--- src/hw/rtl/rne_pkg.sv ---
// ----------------------------------------------------------------------------
// rne_pkg
// Shared types, letter codes and digit helpers for the Roman numeral encoder.
// ----------------------------------------------------------------------------
`default_nettype none

package rne_pkg;

    localparam int NUM_W    = 12;
    localparam int LETTER_W = 7;

    localparam logic [NUM_W-1:0] ROMAN_MAX = 12'd3999;

    // ASCII letter codes
    localparam logic [LETTER_W-1:0] CH_I = 7'h49;
    localparam logic [LETTER_W-1:0] CH_V = 7'h56;
    localparam logic [LETTER_W-1:0] CH_X = 7'h58;
    localparam logic [LETTER_W-1:0] CH_L = 7'h4C;
    localparam logic [LETTER_W-1:0] CH_C = 7'h43;
    localparam logic [LETTER_W-1:0] CH_D = 7'h44;
    localparam logic [LETTER_W-1:0] CH_M = 7'h4D;
    localparam logic [LETTER_W-1:0] CH_NONE = 7'h00;

    // Decimal places, most significant first
    localparam logic [1:0] PL_THOU = 2'd0;
    localparam logic [1:0] PL_HUND = 2'd1;
    localparam logic [1:0] PL_TENS = 2'd2;
    localparam logic [1:0] PL_ONES = 2'd3;

    typedef enum logic [1:0] {
        ST_OK    = 2'd0,
        ST_EMPTY = 2'd1,
        ST_RANGE = 2'd2
    } t_status;

    typedef enum logic {
        BK_IDLE,
        BK_RUN
    } t_back_state;

    // One classified number; digit[0] holds the thousands
    typedef struct packed {
        t_status          status;
        logic [3:0][3:0]  digit;
    } t_entry;

    // Number of letters that one decimal digit expands into
    function automatic logic [2:0] dig_len(input logic [3:0] d);
        logic [2:0] len;
        if (d == 4'd9 || d == 4'd4) begin
            len = 3'd2;
        end else if (d >= 4'd5) begin
            len = 3'd1 + 3'(d - 4'd5);
        end else begin
            len = 3'(d);
        end
        return len;
    endfunction

    // Letter at position pos of digit d at decimal place pl
    function automatic logic [LETTER_W-1:0] dig_letter(input logic [3:0] d,
                                                       input logic [1:0] pos,
                                                       input logic [1:0] pl);
        logic [LETTER_W-1:0] one;
        logic [LETTER_W-1:0] five;
        logic [LETTER_W-1:0] ten;
        logic [LETTER_W-1:0] ch;
        case (pl)
            PL_THOU: begin
                one  = CH_M;
                five = CH_M;
                ten  = CH_M;
            end
            PL_HUND: begin
                one  = CH_C;
                five = CH_D;
                ten  = CH_M;
            end
            PL_TENS: begin
                one  = CH_X;
                five = CH_L;
                ten  = CH_C;
            end
            default: begin
                one  = CH_I;
                five = CH_V;
                ten  = CH_X;
            end
        endcase
        if (d == 4'd9) begin
            ch = (pos == 2'd0) ? one : ten;
        end else if (d == 4'd4) begin
            ch = (pos == 2'd0) ? one : five;
        end else if (d >= 4'd5 && pos == 2'd0) begin
            ch = five;
        end else begin
            ch = one;
        end
        return ch;
    endfunction

endpackage

`default_nettype wire

--- src/hw/rtl/roman_numeral_encoder_unit.sv ---
// ----------------------------------------------------------------------------
// roman_numeral_encoder_unit
// Converts a 12-bit number into its Roman numeral, one ASCII letter per word.
// ----------------------------------------------------------------------------
// Each accepted number yields a run of words, one letter each, most
// significant first, with o_last set on the final word; zero yields a single
// word with status empty and numbers above 3999 a single word with status
// out of range. The back end emits one word per cycle while the output is
// not stalled, so a number yields one word per letter: 1 to 15 words (15
// for 3888). The front end splits the number into decimal digits in two
// register stages and feeds a queue of QUEUE_DEPTH entries, so input is
// taken every cycle until the queue and the front stages fill; a number's
// digits go from the queue into the back end's digit and output registers.
// ----------------------------------------------------------------------------
`default_nettype none

module roman_numeral_encoder_unit #(
    parameter int QUEUE_DEPTH = 4
) (
    input  wire logic                         i_clk,
    input  wire logic                         i_rst_n,
    input  wire logic                         i_valid,
    output logic                              o_stall,
    input  wire logic [rne_pkg::NUM_W-1:0]    i_number,
    output logic                              o_valid,
    input  wire logic                         i_stall,
    output logic [rne_pkg::LETTER_W-1:0]      o_letter,
    output logic                              o_last,
    output logic [1:0]                        o_status
);
    import rne_pkg::*;

    logic   push;
    logic   full;
    logic   pop;
    logic   empty;
    t_entry push_entry;
    t_entry head_entry;

    rne_front u_front (
        .i_clk    (i_clk),
        .i_rst_n  (i_rst_n),
        .i_valid  (i_valid),
        .o_stall  (o_stall),
        .i_number (i_number),
        .o_push   (push),
        .o_entry  (push_entry),
        .i_full   (full)
    );

    rne_queue #(
        .DEPTH (QUEUE_DEPTH)
    ) u_queue (
        .i_clk   (i_clk),
        .i_rst_n (i_rst_n),
        .i_push  (push),
        .i_entry (push_entry),
        .o_full  (full),
        .i_pop   (pop),
        .o_entry (head_entry),
        .o_empty (empty)
    );

    rne_back u_back (
        .i_clk    (i_clk),
        .i_rst_n  (i_rst_n),
        .i_entry  (head_entry),
        .i_empty  (empty),
        .o_pop    (pop),
        .o_valid  (o_valid),
        .i_stall  (i_stall),
        .o_letter (o_letter),
        .o_last   (o_last),
        .o_status (o_status)
    );

endmodule

`default_nettype wire

--- src/hw/rtl/rne_front.sv ---
// ----------------------------------------------------------------------------
// rne_front
// Accepts numbers, classifies them and splits them into decimal digits over
// two pipeline stages before pushing them into the queue.
// ----------------------------------------------------------------------------
`default_nettype none

module rne_front (
    input  wire logic                      i_clk,
    input  wire logic                      i_rst_n,
    input  wire logic                      i_valid,
    output logic                           o_stall,
    input  wire logic [rne_pkg::NUM_W-1:0] i_number,
    output logic                           o_push,
    output rne_pkg::t_entry                o_entry,
    input  wire logic                      i_full
);
    import rne_pkg::*;

    logic               r_s1_v;
    logic [NUM_W-1:0]   r_s1_num;
    logic               r_s2_v;
    t_status            r_s2_status;
    logic [3:0]         r_s2_thou;
    logic [9:0]         r_s2_rem;

    logic               s1_move;
    logic               s2_move;
    logic               in_take;

    t_status            s1_status;
    logic [3:0]         s1_thou;
    logic [NUM_W-1:0]   s1_sub;

    logic [3:0]         s2_hund;
    logic [9:0]         s2_sub_h;
    logic [6:0]         s2_rem2;
    logic [3:0]         s2_tens;
    logic [6:0]         s2_sub_t;
    logic [3:0]         s2_ones;

    assign s2_move = r_s2_v && !i_full;
    assign s1_move = r_s1_v && (!r_s2_v || s2_move);
    assign o_stall = r_s1_v && !s1_move;
    assign in_take = i_valid && !o_stall;

    // Stage 1: classify and peel off the thousands
    always_comb begin
        if (r_s1_num == '0) begin
            s1_status = ST_EMPTY;
        end else if (r_s1_num > ROMAN_MAX) begin
            s1_status = ST_RANGE;
        end else begin
            s1_status = ST_OK;
        end
        if (r_s1_num >= 12'd3000) begin
            s1_thou = 4'd3;
            s1_sub  = 12'd3000;
        end else if (r_s1_num >= 12'd2000) begin
            s1_thou = 4'd2;
            s1_sub  = 12'd2000;
        end else if (r_s1_num >= 12'd1000) begin
            s1_thou = 4'd1;
            s1_sub  = 12'd1000;
        end else begin
            s1_thou = 4'd0;
            s1_sub  = 12'd0;
        end
    end

    // Stage 2: hundreds, tens and ones from the remainder below 1000
    always_comb begin
        s2_hund  = 4'd0;
        s2_sub_h = 10'd0;
        for (int k = 1; k < 10; k++) begin
            if (r_s2_rem >= 10'(k * 100)) begin
                s2_hund  = 4'(k);
                s2_sub_h = 10'(k * 100);
            end
        end
        s2_rem2  = 7'(r_s2_rem - s2_sub_h);
        s2_tens  = 4'd0;
        s2_sub_t = 7'd0;
        for (int k = 1; k < 10; k++) begin
            if (s2_rem2 >= 7'(k * 10)) begin
                s2_tens  = 4'(k);
                s2_sub_t = 7'(k * 10);
            end
        end
        s2_ones = 4'(s2_rem2 - s2_sub_t);
    end

    assign o_push                 = s2_move;
    assign o_entry.status         = r_s2_status;
    assign o_entry.digit[PL_THOU] = r_s2_thou;
    assign o_entry.digit[PL_HUND] = s2_hund;
    assign o_entry.digit[PL_TENS] = s2_tens;
    assign o_entry.digit[PL_ONES] = s2_ones;

    always_ff @(posedge i_clk) begin
        if (!i_rst_n) begin
            r_s1_v <= 1'b0;
            r_s2_v <= 1'b0;
        end else begin
            if (in_take) begin
                r_s1_v <= 1'b1;
            end else if (s1_move) begin
                r_s1_v <= 1'b0;
            end
            if (s1_move) begin
                r_s2_v <= 1'b1;
            end else if (s2_move) begin
                r_s2_v <= 1'b0;
            end
        end
    end

    always_ff @(posedge i_clk) begin
        if (in_take) begin
            r_s1_num <= i_number;
        end
        if (s1_move) begin
            r_s2_status <= s1_status;
            r_s2_thou   <= s1_thou;
            r_s2_rem    <= 10'(r_s1_num - s1_sub);
        end
    end

endmodule

`default_nettype wire

--- src/hw/rtl/rne_queue.sv ---
// ----------------------------------------------------------------------------
// rne_queue
// Short first-in first-out buffer of classified numbers between the front
// and the back.
// ----------------------------------------------------------------------------
`default_nettype none

module rne_queue #(
    parameter int DEPTH = 4
) (
    input  wire logic            i_clk,
    input  wire logic            i_rst_n,
    input  wire logic            i_push,
    input  rne_pkg::t_entry      i_entry,
    output logic                 o_full,
    input  wire logic            i_pop,
    output rne_pkg::t_entry      o_entry,
    output logic                 o_empty
);
    import rne_pkg::*;

    localparam int AW = (DEPTH > 1) ? $clog2(DEPTH) : 1;
    localparam int CW = $clog2(DEPTH + 1);

    t_entry          r_mem [DEPTH];
    logic [AW-1:0]   r_wr;
    logic [AW-1:0]   r_rd;
    logic [CW-1:0]   r_cnt;
    logic [AW-1:0]   n_wr;
    logic [AW-1:0]   n_rd;
    logic [CW-1:0]   n_cnt;

    assign o_full  = (r_cnt == CW'(DEPTH));
    assign o_empty = (r_cnt == '0);
    assign o_entry = r_mem[r_rd];

    always_comb begin
        n_wr  = r_wr;
        n_rd  = r_rd;
        n_cnt = r_cnt;
        if (i_push) begin
            n_wr = (r_wr == AW'(DEPTH - 1)) ? '0 : r_wr + 1'b1;
        end
        if (i_pop) begin
            n_rd = (r_rd == AW'(DEPTH - 1)) ? '0 : r_rd + 1'b1;
        end
        if (i_push && !i_pop) begin
            n_cnt = r_cnt + 1'b1;
        end else if (i_pop && !i_push) begin
            n_cnt = r_cnt - 1'b1;
        end
    end

    always_ff @(posedge i_clk) begin
        if (!i_rst_n) begin
            r_wr  <= '0;
            r_rd  <= '0;
            r_cnt <= '0;
        end else begin
            r_wr  <= n_wr;
            r_rd  <= n_rd;
            r_cnt <= n_cnt;
        end
    end

    always_ff @(posedge i_clk) begin
        if (i_push) begin
            r_mem[r_wr] <= i_entry;
        end
    end

endmodule

`default_nettype wire

--- src/hw/rtl/rne_back.sv ---
// ----------------------------------------------------------------------------
// rne_back
// Walks the digits of one classified number and emits one letter per cycle,
// while the output is not stalled, into an output register.
// ----------------------------------------------------------------------------
`default_nettype none

module rne_back (
    input  wire logic                          i_clk,
    input  wire logic                          i_rst_n,
    input  rne_pkg::t_entry                    i_entry,
    input  wire logic                          i_empty,
    output logic                               o_pop,
    output logic                               o_valid,
    input  wire logic                          i_stall,
    output logic [rne_pkg::LETTER_W-1:0]       o_letter,
    output logic                               o_last,
    output logic [1:0]                         o_status
);
    import rne_pkg::*;

    t_back_state         r_state;
    t_back_state         n_state;
    t_status             r_st;
    logic [3:0][3:0]     r_dig;
    logic [1:0]          r_idx;
    logic [1:0]          r_pos;

    logic                r_out_v;
    logic [LETTER_W-1:0] r_letter;
    logic                r_last;
    t_status             r_status;

    logic                out_load;
    logic                emit;
    logic                finish;
    logic [3:0]          cur_d;
    logic [2:0]          cur_len;
    logic                at_end;
    logic                lower_zero;
    logic [1:0]          nxt_idx;
    logic [1:0]          first_idx;
    logic [LETTER_W-1:0] emit_letter;
    logic                emit_last;

    assign out_load = !r_out_v || !i_stall;
    assign emit     = (r_state == BK_RUN) && out_load;

    // Letter generation for the current digit
    always_comb begin
        cur_d      = r_dig[r_idx];
        cur_len    = dig_len(cur_d);
        at_end     = ({1'b0, r_pos} == cur_len - 3'd1);
        lower_zero = 1'b1;
        nxt_idx    = r_idx;
        for (int k = 3; k >= 0; k--) begin
            if (2'(k) > r_idx && r_dig[k] != 4'd0) begin
                lower_zero = 1'b0;
                nxt_idx    = 2'(k);
            end
        end
        first_idx = PL_ONES;
        for (int k = 3; k >= 0; k--) begin
            if (i_entry.digit[k] != 4'd0) begin
                first_idx = 2'(k);
            end
        end
        if (r_st == ST_OK) begin
            emit_letter = dig_letter(cur_d, r_pos, r_idx);
            emit_last   = at_end && lower_zero;
        end else begin
            emit_letter = CH_NONE;
            emit_last   = 1'b1;
        end
        finish = emit && emit_last;
        o_pop  = !i_empty && ((r_state == BK_IDLE) || finish);
    end

    always_comb begin
        n_state = r_state;
        if (o_pop) begin
            n_state = BK_RUN;
        end else if (finish) begin
            n_state = BK_IDLE;
        end
    end

    always_ff @(posedge i_clk) begin
        if (!i_rst_n) begin
            r_state <= BK_IDLE;
            r_out_v <= 1'b0;
        end else begin
            r_state <= n_state;
            if (emit) begin
                r_out_v <= 1'b1;
            end else if (!i_stall) begin
                r_out_v <= 1'b0;
            end
        end
    end

    always_ff @(posedge i_clk) begin
        if (o_pop) begin
            r_st  <= i_entry.status;
            r_dig <= i_entry.digit;
            r_idx <= first_idx;
            r_pos <= 2'd0;
        end else if (emit && r_st == ST_OK) begin
            // advance to the next letter, or to the next nonzero digit
            if (at_end) begin
                r_idx <= nxt_idx;
                r_pos <= 2'd0;
            end else begin
                r_pos <= r_pos + 2'd1;
            end
        end
        if (emit) begin
            r_letter <= emit_letter;
            r_last   <= emit_last;
            r_status <= r_st;
        end
    end

    assign o_valid  = r_out_v;
    assign o_letter = r_letter;
    assign o_last   = r_last;
    assign o_status = r_status;

endmodule

`default_nettype wire

--- config.mk ---
export PLATFORM = sky130hd
export DESIGN_NAME = roman_numeral_encoder_unit
export DESIGN_NICKNAME = d
export VERILOG_FILES = /design/src/hw/rtl/rne_pkg.sv /design/src/hw/rtl/roman_numeral_encoder_unit.sv /design/src/hw/rtl/rne_front.sv /design/src/hw/rtl/rne_queue.sv /design/src/hw/rtl/rne_back.sv
export SDC_FILE = /design/constraint.sdc
export NUM_CORES = 1
export LEC_CHECK = 0
export BUFFER_PORTS_ARGS = -buffer_cell sky130_fd_sc_hd__buf_4
export CORE_MARGIN = 4
export CORE_UTILIZATION = 57
export CTS_CLUSTER_DIAMETER = 120
export CTS_CLUSTER_SIZE = 28
export DETAILED_ROUTE_END_ITERATION = 12
export HOLD_SLACK_MARGIN = 0.06
export PLACE_DENSITY_LB_ADDON = 0.2
export SETUP_SLACK_MARGIN = 0.1
export SLEW_MARGIN = 20
export SYNTH_ARGS = -nofsm -noshare
export SYNTH_HDL_FRONTEND = slang
export SYNTH_SLANG_ARGS = --single-unit
--- constraint.sdc ---
create_clock -name i_clk -period 6.8 [get_ports i_clk]
set_input_delay 0.68 -clock i_clk [delete_from_list [all_inputs] [get_ports i_clk]]
set_output_delay 0.68 -clock i_clk [all_outputs]
set_load 0.05 [all_outputs]
==> metrics.yaml, run 1 <==
status: "completed"
grt_use_total_pct: 19.0
cts_setup_buffers: 0
nets: 517
final.setup_skew_ns: 0.00422
die_h_microns: 112
power_leakage_uw: 0.00253
antenna_found_initial: 0
yosysTopAreaCell: "edfxtp_1"
synth_nets: 487
fin_crit_sh_pct: 77.1
grt_pass1_vias: 3695
synth.avg_cell_area_sq_um: 13.8
reg2reg_to: "u_queue.r_mem[2][13]$_DFFE_PP_"
ys_warn_count: 0
max_slew.worst_pin.slew_ns: 0.965
yosysMostFrequentCell: "edfxtp_1"
p_per_area_mw_per_mm2: 471
grt_pass1_wl_microns: 18500
wl_per_cell_microns: 17.9
clkSinkCount: 132
synthArstFlopShare_pct: 0
worstHoldEndpoint: "u_front.r_s1_num[4]$_DFFE_PP_"
r2r-start: "u_front.r_s2_rem[3]$_DFFE_PP_"
row_count: 37
regArea_sq_mm: 0.00381
ys_types: 62
slew_headroom_pct: 35.5
gp_congestion: 0.857
dieWidth_microns: 112
hp-start: "i_number[4]"
worst_hold_path_type: "primary input to register"
hold_path_depth: 1
ys_seq_area_share_pct: 61.8
critPathArrivalTime_ns: 5.56
drt_wl_total_microns: 11200
synth_area_leaders: "edfxtp_1 57%, mux4_2 6.6%, dfxtp_1 4.9%, ha_1 3.9%, nor2_1 1.8%"
clk_pin_slew_worst_paths_ns: 0.06
clock_path_buffers: 2
dr.pass1.iters: 4
io_buffers: 26
finalMaxSlewViolations: 0
syn_inst: 448
vias: 3762
cts-buffers-inserted: 17
path_class: "register to register"
drt_iter0_markers: 302
final-instance-count-excl-fill: 627
finalCriticalPeriod_ns: 5.24
rsz0062_at_grt: "no"
synth_edf_count: 117
r2r_slack_ns: 1.56
ir_drop_mv: 0.308
grt_overflow: 0
dieArea_sq_mm: 0.0126
io_pins: 28
slowest_stage: "xor2_1"
crit_path_cell_trace: "or3_1 -> a31oi_1 -> o21ai_0 -> a21oi_1 -> o32a_1 -> o311a_1 -> ha_1 -> inv_1 -> fa_1 -> xor2_1 -> nand2_1 -> mux2i_1 -> a221oi_1 -> a21oi_1 -> a22oi_1 -> ha_1 -> fa_1 -> xor2_1 -> xnor2_1"
n_antenna_cell: 0
dp_worst_setup_slack_ns: 1.76
post-dp-hpwl_microns: 7350
ctsResizeCount: 0
worstSkewPairLatency_ns: 0.52
syn2layout_area_growth_pct: 14.7
drc_errors: 0
hold_violations: 0
crit_fanout: 9
cpPeakStageDelay_ns: 0.55
r2r_cells: 19
grt_max_degree: 21
final.setup.worst_slack_ns: 1.56
root_buffer: "clkbuf_8"
multi_input_area_sq_mm: 0.00219
ctsHoldBuffers: 0
required_ns: 7.12
htree_levels: 4
max_freq_ghz: 0.191
via_per_inst: 6.00
dp_cells: 595
hold_slack_ns: 0.332
syn_area_sq_mm: 0.00617
cts_tree: "built"
initial_utilization_pct: 59.3
finalSetupViolCount: 0
netlist_top_cells_count: "117 x edfxtp_1, 30 x nor2_1, 24 x inv_1"
setup.worst_path.end_class: "register"
startpoint_type: "register"
finalSetupTns_ns: 0
synth.top_cell.area_share_pct: 56.9
synth_seq_cells: 132
synth-main-ff-cell: "edfxtp_1"
ant_nets: 0
timing.max_cap.violations: 0
post-route-util_pct: 68.0
drive_above_1_share_pct: 17.1
num-fill-cells: 712
core_area_sq_mm: 0.0104
-- cell usage in the layout, fill, tap and decap left out, types with 9 or more instances in the layout --
master,count
nand2_1,18
clkbuf_16,16
xor2_1,9
edfxtp_1,117
nor2_1,30
ha_1,19
o21ai_0,19
mux4_2,18
dfxtp_1,15
xnor2_1,10
a21oi_1,21
inv_1,24
buf_4,28
-- worst max-delay path by stage --
stage          slack [ns]                        endpoint                     startpoint
6_report             1.56  u_queue.r_mem[2][13]$_DFFE_PP_  u_front.r_s2_rem[3]$_DFFE_PP_
5_1_grt              1.21  u_queue.r_mem[2][13]$_DFFE_PP_  u_front.r_s2_rem[3]$_DFFE_PP_
4_1_cts              1.63  u_queue.r_mem[0][13]$_DFFE_PP_  u_front.r_s2_rem[3]$_DFFE_PP_
3_5_place_dp         1.76  u_queue.r_mem[0][13]$_DFFE_PP_  u_front.r_s2_rem[3]$_DFFE_PP_
3_3_place_gp         2.01  u_queue.r_mem[0][13]$_DFFE_PP_  u_front.r_s2_rem[3]$_DFFE_PP_
2_1_floorplan        2.32  u_queue.r_mem[0][13]$_DFFE_PP_  u_front.r_s2_rem[3]$_DFFE_PP_
-- sequential cells by signal, indices dropped and copies added (netlist names), 3 cells and up, named ones only --
name / cells
u_back.o_letter: 6
u_back.r_dig: 14
u_front.r_s1_num: 12
u_front.r_s2_rem: 10
u_queue.r_cnt: 3
u_queue.r_mem: 64
-- logic make-up (layout without fill, tap and decap cells) --
| family | Yosys count | after routing | share of synthesized area, % |
|---|---|---|---|
| multiplexers | 27 | 27 | 8.05 |
| buffers and inverters | 42 | 85 | 2.78 |
| XOR/XNOR | 19 | 19 | 2.70 |
| other | 1 | 1 | 0.0608 |
| AO/OA/AOI/OAI | 89 | 89 | 9.83 |
| adder cells (fa/ha/maj) | 23 | 23 | 5.15 |
| flip-flops | 132 | 132 | 61.8 |
| AND/OR/NAND/NOR | 115 | 115 | 9.65 |
-- report_power, final --
part	total, uW	switching, uW	leakage, uW	internal (uW)
registers	1260	118	0.00121	1140
clock network	918	345	0.000288	573
logic	1150	681	0.00103	471
total	3330	1140	0.00253	2190
-- through the flow --
stage / total power (uW) / area [sq um]
after floorplan: 2150 / 6170
after global placement: 2370 / 6470
after detailed placement: 2410 / 6470
after CTS: 3350 / 7080
after global routing: 3520 / 7080
final: 3330 / 7080
-- worst max-delay path: cells and delay by family, from the launching register on --
kind,cells,cell delay (ns)
flops,1,0.52
fa+ha+maj,4,1.27
simple gates,2,0.58
xor+xnor,3,1.00
compound gates,8,1.45
mux,1,0.15
buf+inv,1,0.05
-- per-layer routing --
layer | wire, microns | GRT usage (%) | vias to the layer above
met4 | 113 | 5.45 | 0
met1 | 4620 | 22.2 | 1854
met5 | 0 | 0 | -
met2 | 5920 | 33.7 | 112
li1 | - | - | 1785
met3 | 559 | 6.15 | 11
-- final cells by class --
class	count	share of cell area (%)
Inverter	25	1.33
Clock inverter	14	2.49
Timing Repair Buffer	28	2.97
Multi-Input combinational cell	274	30.9
Sequential cell	132	53.9
Clock buffer	18	6.04
Tap cell	136	2.40
Note: power is estimated with default switching activity, not from simulation.
==> inputs of run 2 (changes only) <==
--- a/config.mk
+++ b/config.mk
@@ -5,6 +5,7 @@
 export SDC_FILE = /design/constraint.sdc
 export NUM_CORES = 1
 export LEC_CHECK = 0
+export ABC_AREA = 1
 export BUFFER_PORTS_ARGS = -buffer_cell sky130_fd_sc_hd__buf_4
 export CORE_MARGIN = 4
 export CORE_UTILIZATION = 57
==> constraint.sdc (replaced) <==
create_clock -name i_clk -period 5.2 [get_ports i_clk]
set_input_delay 0.52 -clock i_clk [delete_from_list [all_inputs] [get_ports i_clk]]
set_output_delay 0.52 -clock i_clk [all_outputs]
set_load 0.05 [all_outputs]
==> run 2 against run 1 <==
  * Cell count grew 32%
  * Synthesized cell count grew 41%
  * Clock skew grew 0.0058 ns
  * Setup slack lost 1.0 ns
  * Wire length grew 7.9%
  * Combinational power grew 43%
  * Utilization shrank 0.43 points
  * Clock power grew 22%
  * Design area grew 3.9%
==> metrics.yaml, run 2 <==
wl_per_cell_microns: 14.7
top_regs: "u_queue.r_mem x64, u_back.r_dig x14, u_front.r_s1_num x12"
ir_drop_mv: 0.393
finalCriticalPeriod_ns: 4.65
largest_register_ffs: 64
dieArea_sq_mm: 0.0129
cpPeakStageDelay_ns: 0.50
cts_tree: "built"
die_h_microns: 114
synth-main-ff-cell: "edfxtp_1"
status: "completed"
hold_slack_ns: 0.182
setup.worst_path.end_class: "register"
ctsHoldBuffers: 0
dr.pass1.iters: 5
crit_family: "simple AND/OR/NAND/NOR gates"
ys_types: 46
hold_path_depth: 1
critPathArrivalTime_ns: 4.91
r2r-start: "u_front.r_s2_rem[7]$_DFFE_PP_"
htree_levels: 4
finalSetupTns_ns: 0
netlist_top_cells_count: "117 x edfxtp_1, 109 x nand2_1, 78 x inv_1"
power_uw: 4390
antenna_found_initial: 0
root_buffer: "clkbuf_8"
grt_overflow: 0
fin_crit_sh_pct: 89.5
hold_violations: 0
synth.top_cell.area_share_pct: 55.1
path_common_cell: "nand2_1"
ant_nets: 0
clkSinkCount: 132
syn_area_sq_mm: 0.00638
crit_fanout: 7
synth.avg_cell_area_sq_um: 10.1
path_buf_inv: 6
synth_edf_count: 117
clk_pin_slew_worst_paths_ns: 0.06
n_antenna_cell: 0
core_area_sq_mm: 0.0109
r2r_cells: 37
ys_warn_count: 0
worstSkewPairLatency_ns: 0.51
drive_above_1_share_pct: 16.5
via_per_inst: 5.46
rsz0062_at_grt: "no"
dieWidth_microns: 114
post-dp-hpwl_microns: 8420
drt_iter0_markers: 350
timing.max_cap.violations: 0
synth_area_leaders: "edfxtp_1 55%, nand2_1 6.4%, dfxtp_1 4.7%, inv_1 4.6%, nor2_1 4.4%"
grt_max_degree: 34
synth_seq_cells: 132
slowest_stage: "edfxtp_1"
vias: 4514
finalMaxSlewViolations: 0
reg2reg_to: "u_queue.r_mem[3][13]$_DFFE_PP_"
layout_common_cells: "117 x edfxtp_1, 108 x nand2_1, 78 x inv_1"
grt_use_total_pct: 20.3
slew_headroom_pct: 37.1
path_class: "register to register"
final_common_cell: "edfxtp_1"
final.setup_skew_ns: 0.0101
row_count: 38
worstHoldEndpoint: "u_front.r_s1_num[10]$_DFFE_PP_"
nets: 712
power_leakage_uw: 0.00300
r2r_slack_ns: 0.55
dp_cells: 786
required_ns: 5.46
synth_nets: 670
yosysMostFrequentCell: "edfxtp_1"
final-instance-count-excl-fill: 826
drc_errors: 0
max_freq_ghz: 0.215
gp_congestion: 0.872
grt_pass1_wl_microns: 20900
final_cell_area_sq_mm: 0.00736
yosysTopAreaCell: "edfxtp_1"
p_per_area_mw_per_mm2: 597
synthArstFlopShare_pct: 0
syn2layout_area_growth_pct: 15.3
worst-path-stages: 37
cts-buffers-inserted: 17
io_pins: 28
ys_seq_area_share_pct: 59.8
max_slew.worst_pin.slew_ns: 0.942
largest-register: "u_queue.r_mem"
grt_pass1_vias: 4501
finalSetupViolCount: 0
hp-start: "i_number[10]"
initial_utilization_pct: 58.6
io_buffers: 26
worst_hold_path_type: "primary input to register"
startpoint_type: "register"
drt_wl_total_microns: 12100
clock_path_buffers: 2
place_area_sq_mm: 0.00671
syn_inst: 631
==> run 2: cell count changes after synthesis, sizes merged, moves of 12 or more <==
cell | before | now
nand2 | 18 | 121
o21ai | 19 | 54
mux4 | 18 | 0
a21oi | 21 | 33
nand3 | 8 | 28
o22ai | 2 | 14
inv | 24 | 87
nor2 | 30 | 79
==> run 2: cell type report <==
class / count / area (sq um)
well taps: 140 / 175
multi-input cells: 398 / 2200
inverters: 89 / 339
flip-flops and latches: 132 / 3810
repair buffers: 35 / 263
clock inverters: 13 / 135
clock buffers: 19 / 432
fillers: 795 / 3530
==> run 2: routing by layer <==
metal	routed length [microns]	share of wire, %	global-route usage [%]
met1	5030	42	24.5
met2	6320	52	35.4
met3	542	4.5	4.03
met4	214	1.8	8.87
met5	0	0	0
==> run 2: how the worst max path moves through the flow <==
stage                     slack, ns                              to                          start
after global routing           0.06  u_queue.r_mem[0][13]$_DFFE_PP_  u_front.r_s2_rem[7]$_DFFE_PP_
after CTS                      0.44  u_queue.r_mem[0][13]$_DFFE_PP_  u_front.r_s2_rem[9]$_DFFE_PP_
after global placement         0.80  u_queue.r_mem[3][13]$_DFFE_PP_  u_front.r_s2_rem[9]$_DFFE_PP_
after floorplan                 1.0  u_queue.r_mem[0][13]$_DFFE_PP_  u_front.r_s2_rem[9]$_DFFE_PP_
final                          0.55  u_queue.r_mem[3][13]$_DFFE_PP_  u_front.r_s2_rem[7]$_DFFE_PP_
after detailed placement       0.49  u_queue.r_mem[2][13]$_DFFE_PP_  u_front.r_s2_rem[9]$_DFFE_PP_
==> run 2: cell families (layout without fill, tap and decap cells) <==
kind of cell | Yosys count | count (layout) | share of synthesized area [%]
buffers and inverters | 101 | 156 | 6.28
AND/OR/NAND/NOR | 246 | 246 | 17.1
other | 1 | 1 | 0.0588
flip-flops | 132 | 132 | 59.8
AO/OA/AOI/OAI | 119 | 119 | 10.6
adder cells (fa/ha/maj) | 23 | 23 | 4.98
XOR/XNOR | 9 | 9 | 1.24
==> run 2: what timing repair did <==
action / in CTS / in global routing
gates resized for setup: 0 / 5
endpoints found under the hold margin: 0 / 0
setup buffers: 0 / 8
endpoints found under the setup margin: 0 / 4
==> run 2: power breakdown <==
part,switching [uW],internal (uW),leakage (uW),total (uW)
clock network,425,692,0.000268,1120
logic,1140,512,0.00152,1650
registers,130,1490,0.00122,1620
==> run 2: through the flow <==
stage / worst slack (ns) / util [%]
floorplan: 0.999 / -
global placement: 0.798 / 61.6
CTS: 0.440 / 66.8
global route: 0.0629 / 67.6
detailed placement: 0.488 / 61.6
finish: 0.548 / 67.6
==> inputs of run 3 (changes only) <==
--- a/config.mk
+++ b/config.mk
@@ -6,14 +6,14 @@
 export NUM_CORES = 1
 export LEC_CHECK = 0
 export ABC_AREA = 1
-export BUFFER_PORTS_ARGS = -buffer_cell sky130_fd_sc_hd__buf_4
-export CORE_MARGIN = 4
+export BUFFER_PORTS_ARGS = -buffer_cell sky130_fd_sc_hd__buf_2
+export CORE_MARGIN = 2
 export CORE_UTILIZATION = 57
 export CTS_CLUSTER_DIAMETER = 120
 export CTS_CLUSTER_SIZE = 28
 export DETAILED_ROUTE_END_ITERATION = 12
 export HOLD_SLACK_MARGIN = 0.06
-export PLACE_DENSITY_LB_ADDON = 0.2
+export PLACE_DENSITY = 0.81
 export SETUP_SLACK_MARGIN = 0.1
 export SLEW_MARGIN = 20
 export SYNTH_ARGS = -nofsm -noshare
==> run 3 against run 2 <==
  * Setup slack got worse by 0.10 ns
  * Die area fell by 6.9%
  * Sequential cell count did not move
  * Combinational power barely moved
  * Sequential power barely moved
  * Wire length rose by 8.1%
  * Largest cell class unchanged
==> metrics.yaml, run 3 (synthesized netlist as in run 2, its figures left out) <==
status: "completed"
worst_hold_path_type: "primary input to register"
fin_crit_sh_pct: 91.4
slowest_stage: "edfxtp_1"
reg2reg_to: "u_queue.r_mem[2][13]$_DFFE_PP_"
hold_violations: 0
r2r-start: "u_front.r_s2_rem[6]$_DFFE_PP_"
ant_nets: 0
vias: 4683
grt_overflow: 0
grt_use_total_pct: 23.5
io_pins: 28
cpPeakStageDelay_ns: 0.46
core_area_sq_mm: 0.0109
required_ns: 5.47
path_common_cell: "nand2_1"
io_buffers: 26
final.setup_skew_ns: 0.00998
clkSinkCount: 132
hp-start: "i_number[10]"
slew_headroom_pct: 34.0
layout_common_cells: "117 x edfxtp_1, 108 x nand2_1, 78 x inv_1"
finalSetupTns_ns: 0
finalSetupViolCount: 0
finalCriticalPeriod_ns: 4.75
path_class: "register to register"
grt_pass1_vias: 4591
dp_worst_setup_slack_ns: 0.529
initial_utilization_pct: 58.6
finalMaxSlewViolations: 0
htree_levels: 4
ir_drop_mv: 0.416
row_count: 38
root_buffer: "clkbuf_8"
r2r_slack_ns: 0.45
met2_usage_pct: 42.6
clk_pin_slew_worst_paths_ns: 0.07
gr-max-usage-layer: "met2"
antenna_found_initial: 0
via_per_inst: 5.66
worstSkewPairLatency_ns: 0.53
post-dp-hpwl_microns: 8810
drt_wl_total_microns: 13100
post-route-util_pct: 66.9
crit_fanout: 5
timing.max_cap.violations: 0
drt_iter0_markers: 339
wl_per_cell_microns: 15.8
gp_congestion: 0.875
critPathArrivalTime_ns: 5.02
max_freq_ghz: 0.210
top_regs: "u_queue.r_mem x64, u_back.r_dig x14, u_front.r_s1_num x12"
dieWidth_microns: 110
dr.pass1.iters: 5
use_met3_pct: 6.16
n_antenna_cell: 0
clock_path_buffers: 2
grt_pass1_wl_microns: 21400
p_per_area_mw_per_mm2: 600
grt_max_degree: 34
startpoint_type: "register"
cts-buffers-inserted: 17
drive_above_1_share_pct: 16.9
nets: 713
hold_path_depth: 1
use_met1_pct: 26.3
cts_tree: "built"
r2r_cells: 37
final_common_cell: "edfxtp_1"
final.setup.worst_slack_ns: 0.446
power_leakage_uw: 0.00299
regArea_sq_mm: 0.00381
dieArea_sq_mm: 0.0121
die_h_microns: 110
syn2layout_area_growth_pct: 14.1
num-fill-cells: 774
max_slew.worst_pin.slew_ns: 0.989
drc_errors: 0
worstHoldEndpoint: "u_front.r_s1_num[10]$_DFFE_PP_"
setup.worst_path.end_class: "register"
largest_register_ffs: 64
largest-register: "u_queue.r_mem"
multi_input_area_sq_mm: 0.00220
## run 3: changes by cell type in the layout (fill, tap and decap cells not counted), moves of 2 or more
cell        change
inv_8           +5
inv_6           +6
clkinvlp_4      -2
buf_4          -25
clkinv_2        -2
buf_2          +26
bufinv_16       -2
clkinv_4        -2
## run 3: how the worst max path moves through the flow
stage                                       start                             end  slack (ns)  cells after the start
finish              u_front.r_s2_rem[6]$_DFFE_PP_  u_queue.r_mem[2][13]$_DFFE_PP_        0.45                     37
global placement    u_front.r_s2_rem[9]$_DFFE_PP_  u_queue.r_mem[3][13]$_DFFE_PP_        0.82                     36
floorplan           u_front.r_s2_rem[9]$_DFFE_PP_  u_queue.r_mem[0][13]$_DFFE_PP_         1.0                     37
CTS                 u_front.r_s2_rem[6]$_DFFE_PP_  u_queue.r_mem[2][13]$_DFFE_PP_        0.46                     33
global route        u_front.r_s2_rem[6]$_DFFE_PP_  u_queue.r_mem[2][13]$_DFFE_PP_       -0.02                     39
detailed placement  u_front.r_s2_rem[6]$_DFFE_PP_  u_queue.r_mem[1][13]$_DFFE_PP_        0.53                     33
## run 3: area by class of cell
class | count | area share, %
clock buffers | 17 | 5.69
clock inverters | 15 | 1.89
repair buffers | 36 | 2.82
inverters | 89 | 4.66
flip-flops and latches | 132 | 52.4
well taps | 140 | 2.41
multi-input cells | 398 | 30.2
## run 3: critical path, delay by kind of cell (launching register included)
| family | cells | cell delay [ns] |
|---|---|---|
| flip-flops | 1 | 0.46 |
| buffers and inverters | 6 | 0.41 |
| adder cells (fa/ha/maj) | 4 | 1.16 |
| AND/OR/NAND/NOR | 25 | 2.19 |
| XOR/XNOR | 1 | 0.16 |
| AO/OA/AOI/OAI | 1 | 0.13 |
## run 3: per-stage QoR
stage	instances	area, sq um	power (uW)	hold WS, ns
after detailed placement	786	6640	3250	0.433
after CTS	818	7190	4360	0.141
after global routing	827	7280	4650	0.140
after floorplan	631	6380	2890	0.427
final	827	7280	4370	0.167
after global placement	786	6640	3160	0.430
## run 3: report_power, final
group	switching, uW	total (uW)	internal (uW)	leakage, uW
registers	135	1630	1490	0.00122
logic	1150	1640	492	0.00151
clock network	496	1110	611	0.000271
## run 3: per-layer routing
metal / share of wire, % / vias up / routed length (microns)
met5: 0 / - / 0
met3: 5.4 / 39 / 703
met1: 39 / 2215 / 5050
met2: 53 / 185 / 6980
li1: - / 2244 / -
met4: 2.7 / 0 / 356
## run 3: what timing repair did
item	in CTS	in global routing
setup buffers	0	9
hold buffers	0	0
endpoints found under the setup margin	0	4
resized for setup	0	5
